`config.mk`:
```
export PLATFORM = sky130hd
export DESIGN_NAME = wav_riff_chunk_parser_core
export DESIGN_NICKNAME = d
export VERILOG_FILES = /design/src/rtl/wavrp_pkg.sv /design/src/rtl/wav_riff_chunk_parser_core.sv
export SDC_FILE = /design/constraint.sdc
export NUM_CORES = 2
export LEC_CHECK = 0
export BUFFER_PORTS_ARGS = -buffer_cell sky130_fd_sc_hd__buf_2
export CORE_UTILIZATION = 26
export CTS_CLUSTER_SIZE = 40
export DETAILED_ROUTE_END_ITERATION = 6
export GPL_ROUTABILITY_DRIVEN = 0
export PLACE_DENSITY = 0.38
export SLEW_MARGIN = 20
export SYNTH_ARGS = -nofsm -noshare
export SYNTH_HDL_FRONTEND = slang
export SYNTH_SLANG_ARGS = --single-unit
```
`constraint.sdc`:
```
create_clock -name clk -period 11.2 [get_ports clk]
set_input_delay 0.56 -clock clk [delete_from_list [all_inputs] [get_ports clk]]
set_output_delay 0.56 -clock clk [all_outputs]
set_load 0.01 [all_outputs]
```
`src/rtl/wavrp_pkg.sv`:
```
// ---------------------------------------------------------------------------
// WAV RIFF chunk parser package
// Result codes, chunk tags, parser phases and the result record.
// ---------------------------------------------------------------------------
package wavrp_pkg;

  localparam logic [1:0] KIND_AUDIO  = 2'd0;
  localparam logic [1:0] KIND_FORMAT = 2'd1;
  localparam logic [1:0] KIND_DONE   = 2'd2;
  localparam logic [1:0] KIND_ERROR  = 2'd3;

  localparam logic [1:0] ERR_NONE      = 2'd0;
  localparam logic [1:0] ERR_RIFF_TAG  = 2'd1;
  localparam logic [1:0] ERR_WAVE_TAG  = 2'd2;
  localparam logic [1:0] ERR_EARLY_END = 2'd3;

  localparam logic [31:0] TAG_RIFF = 32'h5249_4646;
  localparam logic [31:0] TAG_WAVE = 32'h5741_5645;
  localparam logic [31:0] TAG_FMT  = 32'h666D_7420;
  localparam logic [31:0] TAG_DATA = 32'h6461_7461;

  // bytes of fmt that carry reported fields
  localparam int FMT_FIELD_BYTES = 18;

  // result queue
  localparam int Q_DEPTH = 4;
  localparam int Q_PTR_W = 2;
  localparam int Q_CNT_W = 3;

  typedef enum logic [9:0] {
    PH_RIFF  = 10'b00_0000_0001,
    PH_RSIZE = 10'b00_0000_0010,
    PH_WAVE  = 10'b00_0000_0100,
    PH_ID    = 10'b00_0000_1000,
    PH_SIZE  = 10'b00_0001_0000,
    PH_FMT   = 10'b00_0010_0000,
    PH_DATA  = 10'b00_0100_0000,
    PH_SKIP  = 10'b00_1000_0000,
    PH_PAD   = 10'b01_0000_0000,
    PH_HALT  = 10'b10_0000_0000
  } phase_t;

  typedef struct packed {
    logic [1:0]  result_kind;
    logic [7:0]  audio_byte;
    logic [15:0] format_tag;
    logic [15:0] channel_count;
    logic [31:0] sample_rate;
    logic [31:0] byte_rate;
    logic [15:0] block_align;
    logic [15:0] bits_per_sample;
    logic [15:0] extra_size;
    logic [1:0]  error_code;
    logic        last_result;
  } res_t;

endpackage

```
`src/rtl/wav_riff_chunk_parser_core.sv`:
```
// ---------------------------------------------------------------------------
// WAV RIFF chunk parser core
// Walks a RIFF/WAVE byte stream, passes out data chunk bytes, reports the
// fmt fields and ends with a done or error result.
// ---------------------------------------------------------------------------
// Usage:
//   Input channel (in_valid/in_stall) takes one file byte per transfer, with
//   in_stream_end set on the last byte of the file. Output channel
//   (out_valid/out_stall) gives one result per transfer: audio byte, format
//   report, done or error. Done and error carry out_last_result.
//   Each result is written to the result queue when its byte is taken.
//   Throughput: one byte per cycle while in_stall is low; the parse state
//   is registered per taken byte; results go into a four-entry result queue.
//   A byte can cause up to two results, so in_stall rises while three or more
//   results are queued. When the receiver stalls, the queue fills and then
//   holds the input; the head result stays stable on the output ports.
//   After done or error every byte is taken and dropped until reset.
//   Reset (rst_n low, synchronous) empties the queue and rearms the parser
//   for a RIFF tag; no clearing pass is needed.
// ---------------------------------------------------------------------------
module wav_riff_chunk_parser_core #(
  parameter int FORMAT_BYTES = 18
) (
  input  logic        clk,
  input  logic        rst_n,
  input  logic        in_valid,
  output logic        in_stall,
  input  logic [7:0]  in_data_byte,
  input  logic        in_stream_end,
  output logic        out_valid,
  input  logic        out_stall,
  output logic [1:0]  out_result_kind,
  output logic [7:0]  out_audio_byte,
  output logic [15:0] out_format_tag,
  output logic [15:0] out_channel_count,
  output logic [31:0] out_sample_rate,
  output logic [31:0] out_byte_rate,
  output logic [15:0] out_block_align,
  output logic [15:0] out_bits_per_sample,
  output logic [15:0] out_extra_size,
  output logic [1:0]  out_error_code,
  output logic        out_last_result
);
  import wavrp_pkg::*;

  localparam int StoreBytes = (FORMAT_BYTES < FMT_FIELD_BYTES) ? FORMAT_BYTES
                                                               : FMT_FIELD_BYTES;
  localparam int IdxW = $clog2(StoreBytes);
  localparam int CntW = $clog2(StoreBytes + 1);

  phase_t            phase_r, phase_nxt;
  logic [1:0]        field_idx_r, field_idx_nxt;
  logic [31:0]       tag_r, tag_nxt;
  logic [31:0]       len_r, len_nxt;
  logic [31:0]       left_r, left_nxt;
  logic [CntW-1:0]   fmt_cnt_r, fmt_cnt_nxt;
  logic              fmt_seen_r, fmt_seen_nxt;
  logic              data_seen_r, data_seen_nxt;
  logic [7:0]        fmt_q_r [StoreBytes];
  logic [7:0]        fmt_view [FMT_FIELD_BYTES];

  logic              fmt_clr, fmt_wr;
  logic              body_end;
  logic              pri_vld, pri_fmt;
  logic              fin_vld, fin_err;
  logic [1:0]        fin_code;
  res_t              res_pri, res_fin, slot0;
  logic [1:0]        n_push;

  res_t              q_r [Q_DEPTH];
  logic [Q_PTR_W-1:0] wr_ptr_r, rd_ptr_r;
  logic [Q_CNT_W-1:0] q_cnt_r, q_cnt_nxt;

  logic              in_acc, out_acc;

  assign in_acc  = in_valid && !in_stall;
  assign out_acc = out_valid && !out_stall;

  // parse step
  always_comb begin
    phase_nxt     = phase_r;
    field_idx_nxt = field_idx_r;
    tag_nxt       = tag_r;
    len_nxt       = len_r;
    left_nxt      = left_r;
    fmt_cnt_nxt   = fmt_cnt_r;
    fmt_seen_nxt  = fmt_seen_r;
    data_seen_nxt = data_seen_r;
    fmt_clr       = 1'b0;
    fmt_wr        = 1'b0;
    body_end      = 1'b0;
    pri_vld       = 1'b0;
    pri_fmt       = 1'b0;
    fin_vld       = 1'b0;
    fin_err       = 1'b0;
    fin_code      = ERR_NONE;

    case (phase_r)
      PH_RIFF, PH_RSIZE, PH_WAVE, PH_ID, PH_SIZE: begin
        if (phase_r == PH_SIZE) begin
          len_nxt = {in_data_byte, len_r[31:8]};
        end else begin
          tag_nxt = {tag_r[23:0], in_data_byte};
        end
        field_idx_nxt = field_idx_r + 2'd1;
        if (field_idx_r == 2'd3) begin
          case (phase_r)
            PH_RIFF: begin
              if (tag_nxt != TAG_RIFF) begin
                fin_vld   = 1'b1;
                fin_err   = 1'b1;
                fin_code  = ERR_RIFF_TAG;
                phase_nxt = PH_HALT;
              end else begin
                phase_nxt = PH_RSIZE;
              end
            end
            PH_RSIZE: phase_nxt = PH_WAVE;
            PH_WAVE: begin
              if (tag_nxt != TAG_WAVE) begin
                fin_vld   = 1'b1;
                fin_err   = 1'b1;
                fin_code  = ERR_WAVE_TAG;
                phase_nxt = PH_HALT;
              end else begin
                phase_nxt = PH_ID;
              end
            end
            PH_ID: phase_nxt = PH_SIZE;
            default: begin
              left_nxt = len_nxt;
              if (tag_r == TAG_FMT) begin
                fmt_clr     = 1'b1;
                fmt_cnt_nxt = '0;
                if (len_nxt == 32'd0) begin
                  pri_vld      = 1'b1;
                  pri_fmt      = 1'b1;
                  fmt_seen_nxt = 1'b1;
                  body_end     = 1'b1;
                end else begin
                  phase_nxt = PH_FMT;
                end
              end else if (tag_r == TAG_DATA) begin
                if (len_nxt == 32'd0) begin
                  data_seen_nxt = 1'b1;
                  body_end      = 1'b1;
                end else begin
                  phase_nxt = PH_DATA;
                end
              end else if (len_nxt == 32'd0) begin
                body_end = 1'b1;
              end else begin
                phase_nxt = PH_SKIP;
              end
            end
          endcase
        end
      end
      PH_FMT: begin
        if (fmt_cnt_r < CntW'(StoreBytes)) begin
          fmt_wr      = 1'b1;
          fmt_cnt_nxt = fmt_cnt_r + CntW'(1);
        end
        left_nxt = left_r - 32'd1;
        if (left_r == 32'd1) begin
          pri_vld      = 1'b1;
          pri_fmt      = 1'b1;
          fmt_seen_nxt = 1'b1;
          body_end     = 1'b1;
        end
      end
      PH_DATA: begin
        pri_vld  = 1'b1;
        left_nxt = left_r - 32'd1;
        if (left_r == 32'd1) begin
          data_seen_nxt = 1'b1;
          body_end      = 1'b1;
        end
      end
      PH_SKIP: begin
        left_nxt = left_r - 32'd1;
        if (left_r == 32'd1) begin
          body_end = 1'b1;
        end
      end
      PH_PAD: begin
        field_idx_nxt = 2'd0;
        phase_nxt     = PH_ID;
      end
      default: phase_nxt = PH_HALT;
    endcase

    if (body_end) begin
      field_idx_nxt = 2'd0;
      if (fmt_seen_nxt && data_seen_nxt) begin
        fin_vld   = 1'b1;
        phase_nxt = PH_HALT;
      end else if (len_nxt[0]) begin
        phase_nxt = PH_PAD;
      end else begin
        phase_nxt = PH_ID;
      end
    end

    // end of file
    if (in_stream_end && phase_r != PH_HALT && phase_nxt != PH_HALT) begin
      if (phase_nxt == PH_FMT) begin
        pri_vld      = 1'b1;
        pri_fmt      = 1'b1;
        fmt_seen_nxt = 1'b1;
      end else if (phase_nxt == PH_DATA) begin
        data_seen_nxt = 1'b1;
      end
      fin_vld = 1'b1;
      if (!(fmt_seen_nxt && data_seen_nxt)) begin
        fin_err  = 1'b1;
        fin_code = ERR_EARLY_END;
      end
      phase_nxt = PH_HALT;
    end
  end

  // fmt store as it stands after this byte
  always_comb begin
    for (int j = 0; j < FMT_FIELD_BYTES; j++) begin
      fmt_view[j] = 8'd0;
    end
    for (int j = 0; j < StoreBytes; j++) begin
      if (fmt_clr) begin
        fmt_view[j] = 8'd0;
      end else if (fmt_wr && fmt_cnt_r[IdxW-1:0] == IdxW'(j)) begin
        fmt_view[j] = in_data_byte;
      end else begin
        fmt_view[j] = fmt_q_r[j];
      end
    end
  end

  always_comb begin
    res_pri = '0;
    if (pri_fmt) begin
      res_pri.result_kind     = KIND_FORMAT;
      res_pri.format_tag      = {fmt_view[1], fmt_view[0]};
      res_pri.channel_count   = {fmt_view[3], fmt_view[2]};
      res_pri.sample_rate     = {fmt_view[7], fmt_view[6], fmt_view[5], fmt_view[4]};
      res_pri.byte_rate       = {fmt_view[11], fmt_view[10], fmt_view[9], fmt_view[8]};
      res_pri.block_align     = {fmt_view[13], fmt_view[12]};
      res_pri.bits_per_sample = {fmt_view[15], fmt_view[14]};
      res_pri.extra_size      = {fmt_view[17], fmt_view[16]};
    end else begin
      res_pri.result_kind = KIND_AUDIO;
      res_pri.audio_byte  = in_data_byte;
    end

    res_fin             = '0;
    res_fin.result_kind = fin_err ? KIND_ERROR : KIND_DONE;
    res_fin.error_code  = fin_code;
    res_fin.last_result = 1'b1;

    slot0  = pri_vld ? res_pri : res_fin;
    n_push = in_acc ? ({1'b0, pri_vld} + {1'b0, fin_vld}) : 2'd0;
  end

  assign q_cnt_nxt = q_cnt_r + Q_CNT_W'(n_push) - Q_CNT_W'(out_acc);

  assign in_stall  = (q_cnt_r > Q_CNT_W'(Q_DEPTH - 2));
  assign out_valid = (q_cnt_r != '0);

  assign out_result_kind     = q_r[rd_ptr_r].result_kind;
  assign out_audio_byte      = q_r[rd_ptr_r].audio_byte;
  assign out_format_tag      = q_r[rd_ptr_r].format_tag;
  assign out_channel_count   = q_r[rd_ptr_r].channel_count;
  assign out_sample_rate     = q_r[rd_ptr_r].sample_rate;
  assign out_byte_rate       = q_r[rd_ptr_r].byte_rate;
  assign out_block_align     = q_r[rd_ptr_r].block_align;
  assign out_bits_per_sample = q_r[rd_ptr_r].bits_per_sample;
  assign out_extra_size      = q_r[rd_ptr_r].extra_size;
  assign out_error_code      = q_r[rd_ptr_r].error_code;
  assign out_last_result     = q_r[rd_ptr_r].last_result;

  // control state
  always_ff @(posedge clk) begin
    if (!rst_n) begin
      phase_r     <= PH_RIFF;
      field_idx_r <= 2'd0;
      fmt_seen_r  <= 1'b0;
      data_seen_r <= 1'b0;
      wr_ptr_r    <= '0;
      rd_ptr_r    <= '0;
      q_cnt_r     <= '0;
    end else begin
      if (in_acc) begin
        phase_r     <= phase_nxt;
        field_idx_r <= field_idx_nxt;
        fmt_seen_r  <= fmt_seen_nxt;
        data_seen_r <= data_seen_nxt;
      end
      wr_ptr_r <= wr_ptr_r + Q_PTR_W'(n_push);
      if (out_acc) begin
        rd_ptr_r <= rd_ptr_r + Q_PTR_W'(1);
      end
      q_cnt_r <= q_cnt_nxt;
    end
  end

  // payload
  always_ff @(posedge clk) begin
    if (in_acc) begin
      tag_r     <= tag_nxt;
      len_r     <= len_nxt;
      left_r    <= left_nxt;
      fmt_cnt_r <= fmt_cnt_nxt;
      for (int j = 0; j < StoreBytes; j++) begin
        fmt_q_r[j] <= fmt_view[j];
      end
    end
    if (n_push != 2'd0) begin
      q_r[wr_ptr_r] <= slot0;
    end
    if (n_push == 2'd2) begin
      q_r[wr_ptr_r + Q_PTR_W'(1)] <= res_fin;
    end
  end

endmodule

```
==> metrics.txt <==
status=finished clean; I/O pins=172; vias per cell=4.75; core area=142000 um^2; # rows=138; hold violation total from the final report=0; post-layout net count=3521; R2R Path Start=phase_r[1]; fin worst setup slack=4040 ps; max frequency=0.140 GHz; syn_area_per_cell=10.9 um^2; Post-Syn Area=37200 um^2; first-pass GRT wire length=183000 um; Syn. warnings=0; initial antenna violation count=3; post-synth top area share=34.2%; total clock sinks=892; r2r worst-path depth=15; Mapped Nets=3442; sequential cell area fraction in the yosys report=54.9%; CTS buffer count=104; Final setup viols=0; crit path DAT=7720 ps; crit path kind=reg -> reg; HP Start=rst_n; Post-CTS Setup Bufs=0; Initial Util=26.3%; WHS Endpoint=phase_r[0]; CTS Buffer Depth=3; clock skew=34.2 ps; total track usage=16.9%; Crit. End Element=register; combinational share of power=9.4%; Post-synth EDFFs=257; reg-to-reg endpoint=q_r[1][27]; clock share of power=44.8%; top post-synthesis cells by area=dfxtp_1 (34%), edfxtp_1 (21%), mux4_2 (9.4%); Die H=380 um; slew margin rel.=27.2%; Tcrit/Tclk final=63.9%; Die X-Extent=380 um; FILL cells=14591; DRC viols=0; Reg2Reg Setup Slack=4040 ps; PwrDens=177 nW/um^2; RSZ-0062 raised after global routing=no; gr ovfl total=0; Pleak=15.6 nW; Max Cap Viol=0; Synth async-reset ratio=0%; Cell variety after synth=78; HPWL after DPL=70000 um; Vias=26014; # port buffers=171; H-tree levels=3; post-route cell area=43100 um^2; die area=145000 um^2; Worst Hold Class=in -> reg; PostCTS Resize Cnt=0; Pint=5.64 mW; Crit Path Max Fanout=67; Sw Ratio=26.1%; Reg clk slew, reported paths=60 ps; Psw=1.99 mW; share of cells above drive strength 1=21.1%; cell accounting for the most synthesized area=dfxtp_1; Area Overhead vs Synth=15.9%; DR pass1 iterations=5; DRT iter0 DRCs=1561; max-slew violation count=0; later-pin clock latency in the skew report=710 ps; largest net degree at the start of global routing=77; vias in the first global route=26317; WL final=124000 um; routed wire length per instance=22.7 um; Worst setup SP type=register; post-cts hold buffer count=0; Flop pwr share=45.8%; CTS tree=done; min cycle time layout=7160 ps; pre-CTS setup slack=3970 ps; Peak VDD IR=0.112 mV; cell depth of the worst hold path=2; synthesized instance count=3415; Final ANT Viol Nets=0; placed inst area=39700 um^2; Worst Path Required=11760 ps; clock root buffer master=clkbuf_16; setup TNS=0 ps; worst-margin pin slew=1090 ps; Post-synth top flop=dfxtp_1; FF+latch count, synth=892
-- how the worst max path moves through the flow --
stage                     from          to  slack, ps  cells past startpoint
3_3_place_gp   in_data_byte[6]  q_r[1][31]       3420                     16
2_1_floorplan         in_valid   left_r[0]       3830                      5
5_1_grt             phase_r[1]  q_r[1][36]       3400                     15
3_5_place_dp        phase_r[1]  q_r[1][25]       3970                     15
4_1_cts             phase_r[1]  q_r[1][27]       3930                     15
6_report            phase_r[1]  q_r[1][27]       4040                     15
-- layout make-up --
| type | count | area [um^2] | share of cell area, % |
|---|---|---|---|
| flip-flops and latches | 892 | 20400 | 47.4 |
| multi-input cells | 2122 | 15100 | 34.9 |
| repair buffers | 218 | 1230 | 2.85 |
| inverters | 156 | 593 | 1.38 |
| clock buffers | 169 | 3180 | 7.38 |
| well taps | 1890 | 2360 | 5.48 |
| clock inverters | 27 | 264 | 0.612 |
| diodes | 2 | 5.00 | 0.0116 |
-- per-layer routing --
metal | global-route usage [%] | share of wire [%] | vias up
li1 | - | - | 12320
met2 | 27.0 | 46 | 421
met1 | 23.5 | 48 | 13147
met3 | 2.35 | 3.3 | 126
met4 | 5.32 | 2.4 | 0
met5 | 0 | 0 | -
-- state kept, by name (all words and copies together) (netlist names), named ones only --
signal and flops:
q_r 624, fmt_q_r 144, left_r 32, len_r 32, tag_r 32, phase_r 10, fmt_cnt_r 5, q_cnt_r 3
field_idx_r 2, rd_ptr_r 2, wr_ptr_r 2, data_seen_r 1, fmt_seen_r 1
-- synthesized netlist by cell type, types with 7 or more instances --
library cell and number:
nand2_1 800, dfxtp_1 635, edfxtp_1 257, o21ai_1 212, o21ai_0 210, mux2_2 164, a22o_1 162, mux4_2 156
clkbuf_1 154, inv_1 152, nor2_1 57, a32o_1 33, nand3_1 32, buf_2 31, xor2_1 25, buf_6 23
buf_1 21, nor4_1 20, nor3_1 18, a21oi_1 13, and2_1 13, ha_1 13, xnor2_1 12, nand4_1 11
or3_1 11, o21ai_2 10, a21o_1 9, nand2b_1 8, nor2b_1 8, and3_1 7, buf_8 7
-- worst max-delay path, stage by stage, from the launching register on --
cell and delay (ps):
dfxtp_1 370, nor4_4 600, and3_2 290, buf_4 580, nand4_1 220, o31ai_1 470, o32a_1 300, a2bb2oi_2 170
o21ai_0 290, ha_1 360, o21ai_1 450, nor2_1 370, nand2b_4 560, buf_4 870, buf_4 730, o21ai_0 170
-- through the flow --
stage | std cells | total power [mW] | hold slack [ps] | utilization (%)
2_1_floorplan | 3415 | 4.03 | 417 | -
3_3_place_gp | 5277 | 4.30 | 430 | 28.0
3_5_place_dp | 5278 | 4.30 | 438 | 28.0
4_1_cts | 5474 | 7.77 | 230 | 30.4
5_1_grt | 5474 | 7.94 | 270 | 30.4
6_report | 5476 | 7.63 | 298 | 30.4
-- cells in the final DEF, fill, tap and decap left out, drive strengths merged, types with 32 or more instances in the layout --
master / Yosys / final
mux4: 156 / 156
buf: 89 / 218
nand3: 32 / 32
nand2: 803 / 803
mux2: 164 / 164
a32o: 34 / 34
a22o: 162 / 162
o21ai: 432 / 432
clkbuf: 156 / 169
nor2: 60 / 60
dfxtp: 635 / 635
inv: 156 / 160
edfxtp: 257 / 257
-- power by group through the flow --
stage	Clock, mW	Combinational [mW]	Sequential, mW
after floorplan	0	0.476	3.55
after global placement	0	0.737	3.57
after global routing	3.66	0.773	3.51
after CTS	3.54	0.738	3.50
final	3.42	0.716	3.49
after detailed placement	0	0.738	3.57
-- cells by family (layout without fill, tap and decap cells) --
logic type	Yosys count	in the layout	synth area share [%]
and+or+nand+nor	1052	1052	12.3
DFF	892	892	54.9
AOI/OAI and AO/OA	697	697	12.0
buffers and inverters	401	570	4.93
muxes	322	322	14.5
xor gates and xnor gates	37	37	0.871
adders and majority gates	14	14	0.491
other	0	2	0
No activity file was read; power rests on OpenSTA's default activity.
